### config.mk
export PLATFORM = sky130hd
export DESIGN_NAME = fbm_norm
export DESIGN_NICKNAME = d
export VERILOG_FILES = /design/src/rtl/core/fbm_pkg.sv /design/src/rtl/core/fbm_norm.sv
export SDC_FILE = /design/constraint.sdc
export NUM_CORES = 1
export LEC_CHECK = 0
export ABC_AREA = 1
export BUFFER_PORTS_ARGS = -buffer_cell sky130_fd_sc_hd__buf_2
export CAP_MARGIN = 25
export CORE_MARGIN = 8
export CORE_UTILIZATION = 45
export CTS_BUF_LIST = sky130_fd_sc_hd__clkbuf_4
export DETAILED_ROUTE_END_ITERATION = 7
export MAX_ROUTING_LAYER = met4
export PLACE_DENSITY = 0.75
export SYNTH_ARGS = -nofsm -noshare
export SYNTH_HDL_FRONTEND = slang
export SYNTH_SLANG_ARGS = --single-unit
### constraint.sdc
create_clock -name clk -period 14.25 [get_ports clk]
set_clock_uncertainty 0.1 [all_clocks]
set_input_delay 2.85 -clock clk [delete_from_list [all_inputs] [get_ports clk]]
set_output_delay 2.85 -clock clk [all_outputs]
set_load 0.02 [all_outputs]
### src/rtl/core/fbm_pkg.sv
package fbm_pkg;

	localparam int OCTAVES_DEF = 6;
	localparam int COORD_W     = 32;
	localparam int HEIGHT_W    = 24;
	localparam int FRAC_W      = 16;
	localparam int OFS_W       = 18;   // f or f - 1.0, signed Q.16
	localparam int GRAD_W      = 19;   // sum of two offsets
	localparam int NOISE_W     = 20;   // lerp values and octave noise
	localparam int FADE_W      = 17;   // fade weight, Q0.16 with headroom
	localparam int LANE_LAT    = 5;
	localparam int NORM_LAT    = 3;

	// Only the low three hash bits pick a gradient, so the 32-bit hash
	// reduces to its low byte: the shifted terms drop out and every
	// constant reduces modulo 256.
	localparam logic [7:0] HASH_MUL = 8'h73;   // 15731 mod 256
	localparam logic [7:0] HASH_ADD = 8'hE5;   // 789221 mod 256
	localparam logic [7:0] HASH_MIX = 8'h0D;   // 1376312589 mod 256

	localparam logic signed [HEIGHT_W-1:0] HEIGHT_MAX = 24'sh7FFFFF;
	localparam logic signed [HEIGHT_W-1:0] HEIGHT_MIN = -24'sh800000;

	function automatic logic [2:0] grad_sel(logic [7:0] cx, logic [7:0] cy);
		logic [7:0] prd;
		logic [7:0] sum;
		prd = 8'(cx * cy);
		prd = 8'(prd * HASH_MUL) + HASH_ADD;
		sum = cx + 8'(cy * HASH_MIX);
		return 3'(prd ^ sum);
	endfunction

	function automatic logic signed [GRAD_W-1:0] gradient(logic [2:0] g,
		logic signed [OFS_W-1:0] dx, logic signed [OFS_W-1:0] dy);
		logic signed [GRAD_W-1:0] u;
		logic signed [GRAD_W-1:0] v;
		u = (g < 3'd4) ? GRAD_W'(dx) : GRAD_W'(dy);
		v = (g < 3'd2) ? GRAD_W'(dy) : GRAD_W'(dx);
		if (g[0])
			u = -u;
		if (g[1])
			v = -v;
		return u + v;
	endfunction

	// a + floor(t * (b - a) / 2^16)
	function automatic logic signed [NOISE_W-1:0] mix(logic signed [NOISE_W-1:0] a,
		logic signed [NOISE_W-1:0] b, logic [FADE_W-1:0] t);
		logic signed [NOISE_W:0] d;
		logic signed [NOISE_W+FADE_W+1:0] p;
		d = (NOISE_W+1)'(b) - (NOISE_W+1)'(a);
		p = d * $signed({1'b0, t});
		return a + NOISE_W'(p >>> FRAC_W);
	endfunction

endpackage

### src/rtl/core/fbm_norm.sv
module fbm_norm #(
	parameter int OCTAVES = fbm_pkg::OCTAVES_DEF
) (
	input  logic                                 clk,
	input  logic                                 en,
	input  logic signed [fbm_pkg::NOISE_W-1:0]   noise [OCTAVES],
	output logic signed [fbm_pkg::HEIGHT_W-1:0]  height
);

	localparam int ACC_W = fbm_pkg::NOISE_W + OCTAVES;
	localparam int MW    = ACC_W + 4;
	localparam longint unsigned DIV = (64'd1 << OCTAVES) - 64'd1;
	localparam logic [MW:0] REC = (MW+1)'((64'd1 << MW) / DIV);

	// stage 6: weighted sum, times 15, magnitude
	logic signed [ACC_W-1:0] acc;
	logic signed [MW-1:0] a15;

	always_comb begin
		acc = '0;
		for (int i = 0; i < OCTAVES; i++)
			acc = acc + (ACC_W'(noise[i]) <<< (OCTAVES - 1 - i));
		a15 = (MW'(acc) <<< 4) - MW'(acc);
	end

	logic neg_s6, neg_s7;
	logic [MW-1:0] mag_s6, mag_s7;

	always_ff @(posedge clk) begin
		if (en) begin
			neg_s6 <= a15[MW-1];
			mag_s6 <= a15[MW-1] ? MW'(-a15) : MW'(a15);
		end
	end

	// stage 7: quotient estimate by reciprocal, low by at most one
	logic [2*MW:0] prod;
	logic [MW-1:0] q0_s7;
	assign prod = mag_s6 * REC;

	always_ff @(posedge clk) begin
		if (en) begin
			neg_s7 <= neg_s6;
			mag_s7 <= mag_s6;
			q0_s7  <= prod[2*MW-1:MW];
		end
	end

	// stage 8: correct, restore sign, saturate
	logic [MW+OCTAVES:0] qd, rem;
	logic [MW-1:0] q;
	logic signed [MW:0] qs;
	logic signed [fbm_pkg::HEIGHT_W-1:0] height_s8;

	always_comb begin
		qd  = ((MW+OCTAVES+1)'(q0_s7) << OCTAVES) - (MW+OCTAVES+1)'(q0_s7);
		rem = (MW+OCTAVES+1)'(mag_s7) - qd;
		q   = (rem >= (MW+OCTAVES+1)'(DIV)) ? q0_s7 + MW'(1) : q0_s7;
		qs  = neg_s7 ? -$signed({1'b0, q}) : $signed({1'b0, q});
	end

	always_ff @(posedge clk) begin
		if (en) begin
			if (qs > (MW+1)'(fbm_pkg::HEIGHT_MAX))
				height_s8 <= fbm_pkg::HEIGHT_MAX;
			else if (qs < (MW+1)'(fbm_pkg::HEIGHT_MIN))
				height_s8 <= fbm_pkg::HEIGHT_MIN;
			else
				height_s8 <= fbm_pkg::HEIGHT_W'(qs);
		end
	end

	assign height = height_s8;

endmodule

==> results.yml, run 1 <==
grt:
  grt_pass1_wl_um: 76400
  grt_pass1_vias: 15800
  grt_max_degree: 80
  overflow: 0
  grt_util_all_layers_pct: 20.4
  antenna_found_initial: 1
cts:
  postCtsHoldBufs: 0
  insertion_delay_ns: 0.50
  clk_pin_slew_ns: 0.22
  cts_setup_buffers: 0
  cts_buffers: 9
  cts_tree: "done"
  clockBufferDepth: 2
  root_buffer: "clkbuf_4"
  numClockSinks: 111
  htreeDepth: 3
  cts_resized: 0
logic_synthesis:
  synth.avg_cell_area_sq_um: 7.83
  yosysSeqAreaShare_pct: 18.9
  yosys.area.top_type: "edfxtp_1"
  yosysMostFrequentCell: "nand2_1"
  yosysWarnings: 0
  synth_top_cells_by_count: "nand2_1, inv_1, ha_1"
  ys_ff_latch: 111
  yosysUniqueCellTypes: 49
  syn_area_sq_um: 17700
  synth_ff_type: "edfxtp_1"
  synth.net_count: 2759
  synth_cells: 2258
  async_reset_ff_share_pct: 0
  yosys-top-cells-area: "edfxtp_1, ha_1, fa_1"
  synth_top_area_share_pct: 18.9
  synth_edf_count: 111
detailed_routing:
  drc: 0
  first_pass_iters: 5
  vias: 15400
  routed_wl_um: 45600
  ant_nets: 0
  drtIter0Drc: 973
  via_per_inst: 5.26
  wl_per_cell_um: 15.6
status:
  status: "completed"
floorplanning:
  start_util_pct: 45.6
  dieArea_sq_um: 45900
  fp-row-count: 72
  die-width_um: 214
  die_height_um: 214
  core_area_sq_um: 38700
  boundaryPins: 146
placed_design:
  place_congestion: 0.974
  dp_hpwl_um: 39300
  port_buffers: 145
sta:
  setup_viol: 0
  relSlewSlack_pct: 35.3
  tightest_slew_ns: 0.970
  tns_ns: 0
  final_max_slew_viol_count: 0
  rsz0062_at_grt: "no"
  min_period_over_period_pct: 66.3
  period_minus_slack_ns: 9.45
  fmax_mhz: 106
  hold_viol: 0
worst_setup_path:
  worstPathMaxFanout: 19
  path_common_cell: "nand2_1"
  critical_path_class: "in -> reg"
  cp.required_ns: 14.44
  critPathCaptureType: "flop"
  worst_ep_arrival_time_ns: 9.64
  crit_family: "adder cells"
  worst-path-buf-inv: 4
  max_stage_delay_ns: 0.57
  cp_slowest_cell: "fa_1"
  cp-start-kind: "input port"
flow_run:
  maxCapViolCount: 0
hold_path:
  hold_class: "reg -> reg"
final_layout:
  drive_above_1_share_pct: 9.75
  layout.nets: 2895
  syn_to_final_growth_pct: 7.96
[state kept, by name, indices dropped and copies added (netlist names)]
signal  count
neg_s6      1
neg_s7      1
mag_s6     30
height     24
mag_s7     30
q0_s7      25
[cell type report]
type                            count  area (sq um)
Fill cell                        3839         19700
Multi-Input combinational cell   1786         12900
Sequential cell                   111          3330
Inverter                          339          1270
Timing Repair Buffer              147           739
Tap cell                          518           648
Clock inverter                      7           110
Clock buffer                        9          67.6
Antenna cell                        2          5.00
[kinds of logic (layout without fill, tap and decap cells)]
kind of cell / Yosys count / count (layout) / synth area share (%)
flops: 111 / 111 / 18.9
other cells: 0 / 2 / 0
xor+xnor: 168 / 168 / 8.33
buf+inv: 361 / 502 / 8.12
compound gates: 311 / 311 / 10.1
fa+ha+maj: 379 / 379 / 31.9
simple gates: 928 / 928 / 22.7
[layer usage]
| layer | wire length, um | GRT usage [%] | up-vias |
|---|---|---|---|
| met5 | 0 | - | - |
| met4 | 932 | 5.32 | 0 |
| met3 | 1810 | 1.57 | 63 |
| met2 | 22000 | 34.4 | 392 |
| met1 | 20800 | 26.2 | 7169 |
| li1 | - | - | 7742 |
[path summary, 6_finish.rpt]
kind / from / to / slack [ns] / cells past startpoint
worst max-delay path: noise[5] / mag_s6[26]$_DFFE_PP_ / 4.80 / 33
worst min-delay path: mag_s6[3]$_DFFE_PP_ / mag_s7[3]$_DFFE_PP_ / 0.43 / 0
worst max register to register: q0_s7[13]$_DFFE_PP_ / height[18]$_SDFFCE_PN1P_ / 6.26 / 41
worst min register to register: mag_s6[3]$_DFFE_PP_ / mag_s7[3]$_DFFE_PP_ / 0.43 / 0
[metrics by stage]
step	util, %	cell area [sq um]	setup WS, ns	hold slack (ns)	instances
6_report	49.3	19100	4.80	0.430	2919
5_1_grt	49.3	19100	4.05	0.453	2919
4_1_cts	49.2	19100	4.82	0.433	2917
3_5_place_dp	48.8	18900	4.22	0.391	2901
3_3_place_gp	48.8	18900	4.49	0.394	2900
2_1_floorplan	-	17700	5.47	0.300	2258
[cells in the final DEF, fill, tap and decap left out, types with 74 or more instances in the layout]
| master | synthesis | layout |
|---|---|---|
| a21oi_1 | 150 | 150 |
| buf_2 | 1 | 144 |
| edfxtp_1 | 111 | 111 |
| fa_1 | 119 | 119 |
| ha_1 | 260 | 260 |
| inv_1 | 330 | 330 |
| nand2_1 | 483 | 483 |
| nand3_1 | 104 | 104 |
| nor2_1 | 192 | 192 |
| o21ai_0 | 74 | 74 |
| xor2_1 | 113 | 113 |
Power of run 1 is not shown: default switching activity piles up to over one toggle a cycle in this logic, so the estimate is an artifact.
==> inputs of run 2 (changes only) <==
clock period = 9.7 ns   (was 14.25 ns; I/O delays follow)
==> results.yml, run 2 (same netlist as run 1, synthesis figures left out) <==
status:
  status: "completed"
cts:
  insertion_delay_ns: 0.48
  root_buffer: "clkbuf_4"
  numClockSinks: 111
  clockBufferDepth: 2
  clk_pin_slew_ns: 0.20
  cts_setup_buffers: 0
  cts_tree: "done"
  postCtsHoldBufs: 0
  cts_resized: 0
  htreeDepth: 3
  cts_buffers: 9
worst_setup_path:
  max_stage_delay_ns: 0.57
  critPathCaptureType: "flop"
  cp.required_ns: 9.86
  path_common_cell: "nand2_1"
  worstPathMaxFanout: 19
  cp-start-kind: "input port"
  worst_ep_arrival_time_ns: 8.82
  cp_slowest_cell: "fa_1"
  critical_path_class: "in -> reg"
  r2r_cells: 41
sta:
  relSlewSlack_pct: 35.3
  tightest_slew_ns: 0.971
  tns_ns: 0
  hold_viol: 0
  min_period_over_period_pct: 89.3
  period_minus_slack_ns: 8.66
  rsz0062_at_grt: "no"
  fmax_mhz: 116
  final_max_slew_viol_count: 0
  setup_viol: 0
final_layout:
  multi_input_area_sq_um: 12900
  regArea_sq_um: 3330
  fillCellCount: 3799
  reg_top3: "mag_s6: 30 flops, mag_s7: 30 flops, q0_s7: 25 flops"
  drive_above_1_share_pct: 9.80
  mostFrequentLayoutCells: "nand2_1, inv_1, ha_1"
  final_common_cell: "nand2_1"
  fin_util_pct: 49.2
  syn_to_final_growth_pct: 7.91
  layout.nets: 2895
floorplanning:
  die_height_um: 214
  dieArea_sq_um: 45900
  die-width_um: 214
  start_util_pct: 45.6
  core_area_sq_um: 38700
  boundaryPins: 146
  fp-row-count: 72
detailed_routing:
  wl_per_cell_um: 15.4
  drc: 0
  drtIter0Drc: 1163
  vias: 15400
  ant_nets: 0
  routed_wl_um: 44900
  via_per_inst: 5.27
  first_pass_iters: 7
hold_path:
  hold_class: "reg -> reg"
  hold_depth: 0
grt:
  antenna_found_initial: 1
  grt_util_all_layers_pct: 20.1
  grt_max_degree: 82
  overflow: 0
  grt_pass1_wl_um: 75700
  grt_pass1_vias: 15500
flow_run:
  maxCapViolCount: 0
placed_design:
  dp_hpwl_um: 38900
  port_buffers: 145
  place_congestion: 0.994
run 2: changes by cell type in the layout (fill, tap and decap cells not counted):
cell and change:
inv_6 +1, clkinv_4 +1, inv_8 -1, buf_1 -1
diode_2 -1, buf_4 +1, clkinv_8 -1
run 2: cell type report:
cell class	count	area share (%)
repair buffers	147	3.90
well taps	518	3.40
clock buffers	9	0.354
inverters	339	6.67
diodes	1	0.0131
flip-flops and latches	111	17.5
clock inverters	7	0.525
multi-input cells	1786	67.7
run 2: final timing paths:
kind | from | endpoint | slack, ns
max reg2reg | q0_s7[13]$_DFFE_PP_ | height[17]$_SDFFCE_PN1P_ | 1.87
max | noise[5] | mag_s6[26]$_DFFE_PP_ | 1.04
min reg2reg | mag_s6[3]$_DFFE_PP_ | mag_s7[3]$_DFFE_PP_ | 0.42
min | mag_s6[3]$_DFFE_PP_ | mag_s7[3]$_DFFE_PP_ | 0.42
run 2: routing by layer:
layer  wire (um)  vias to the layer above  track usage [%]  share of wire [%]
met5           0                        -                -                  0
met4        1120                        0             5.37                2.5
met3        2000                       74             1.55                4.4
met2       21400                      435             33.7                 48
met1       20400                     7108             26.1                 45
li1            -                     7747                -                  -
run 2: stage by stage:
stage                     setup WS (ns)  cell area, sq um  cells  hold WS (ns)
after global routing              0.454             19100   2918         0.444
after CTS                          1.12             19100   2917         0.432
after floorplan                    1.83             17700   2258         0.300
after detailed placement          0.562             18900   2901         0.396
final                              1.04             19100   2918         0.424
after global placement            0.842             18900   2901         0.393
run 2: critical path: cells and delay by family:
family / cells / cell delay (ns)
AO/OA/AOI/OAI: 9 / 1.66
adder cells (fa/ha/maj): 5 / 2.39
AND/OR/NAND/NOR: 13 / 1.79
buffers and inverters: 4 / 0.79
XOR/XNOR: 2 / 0.27
Power of run 2 is left out for the same reason.
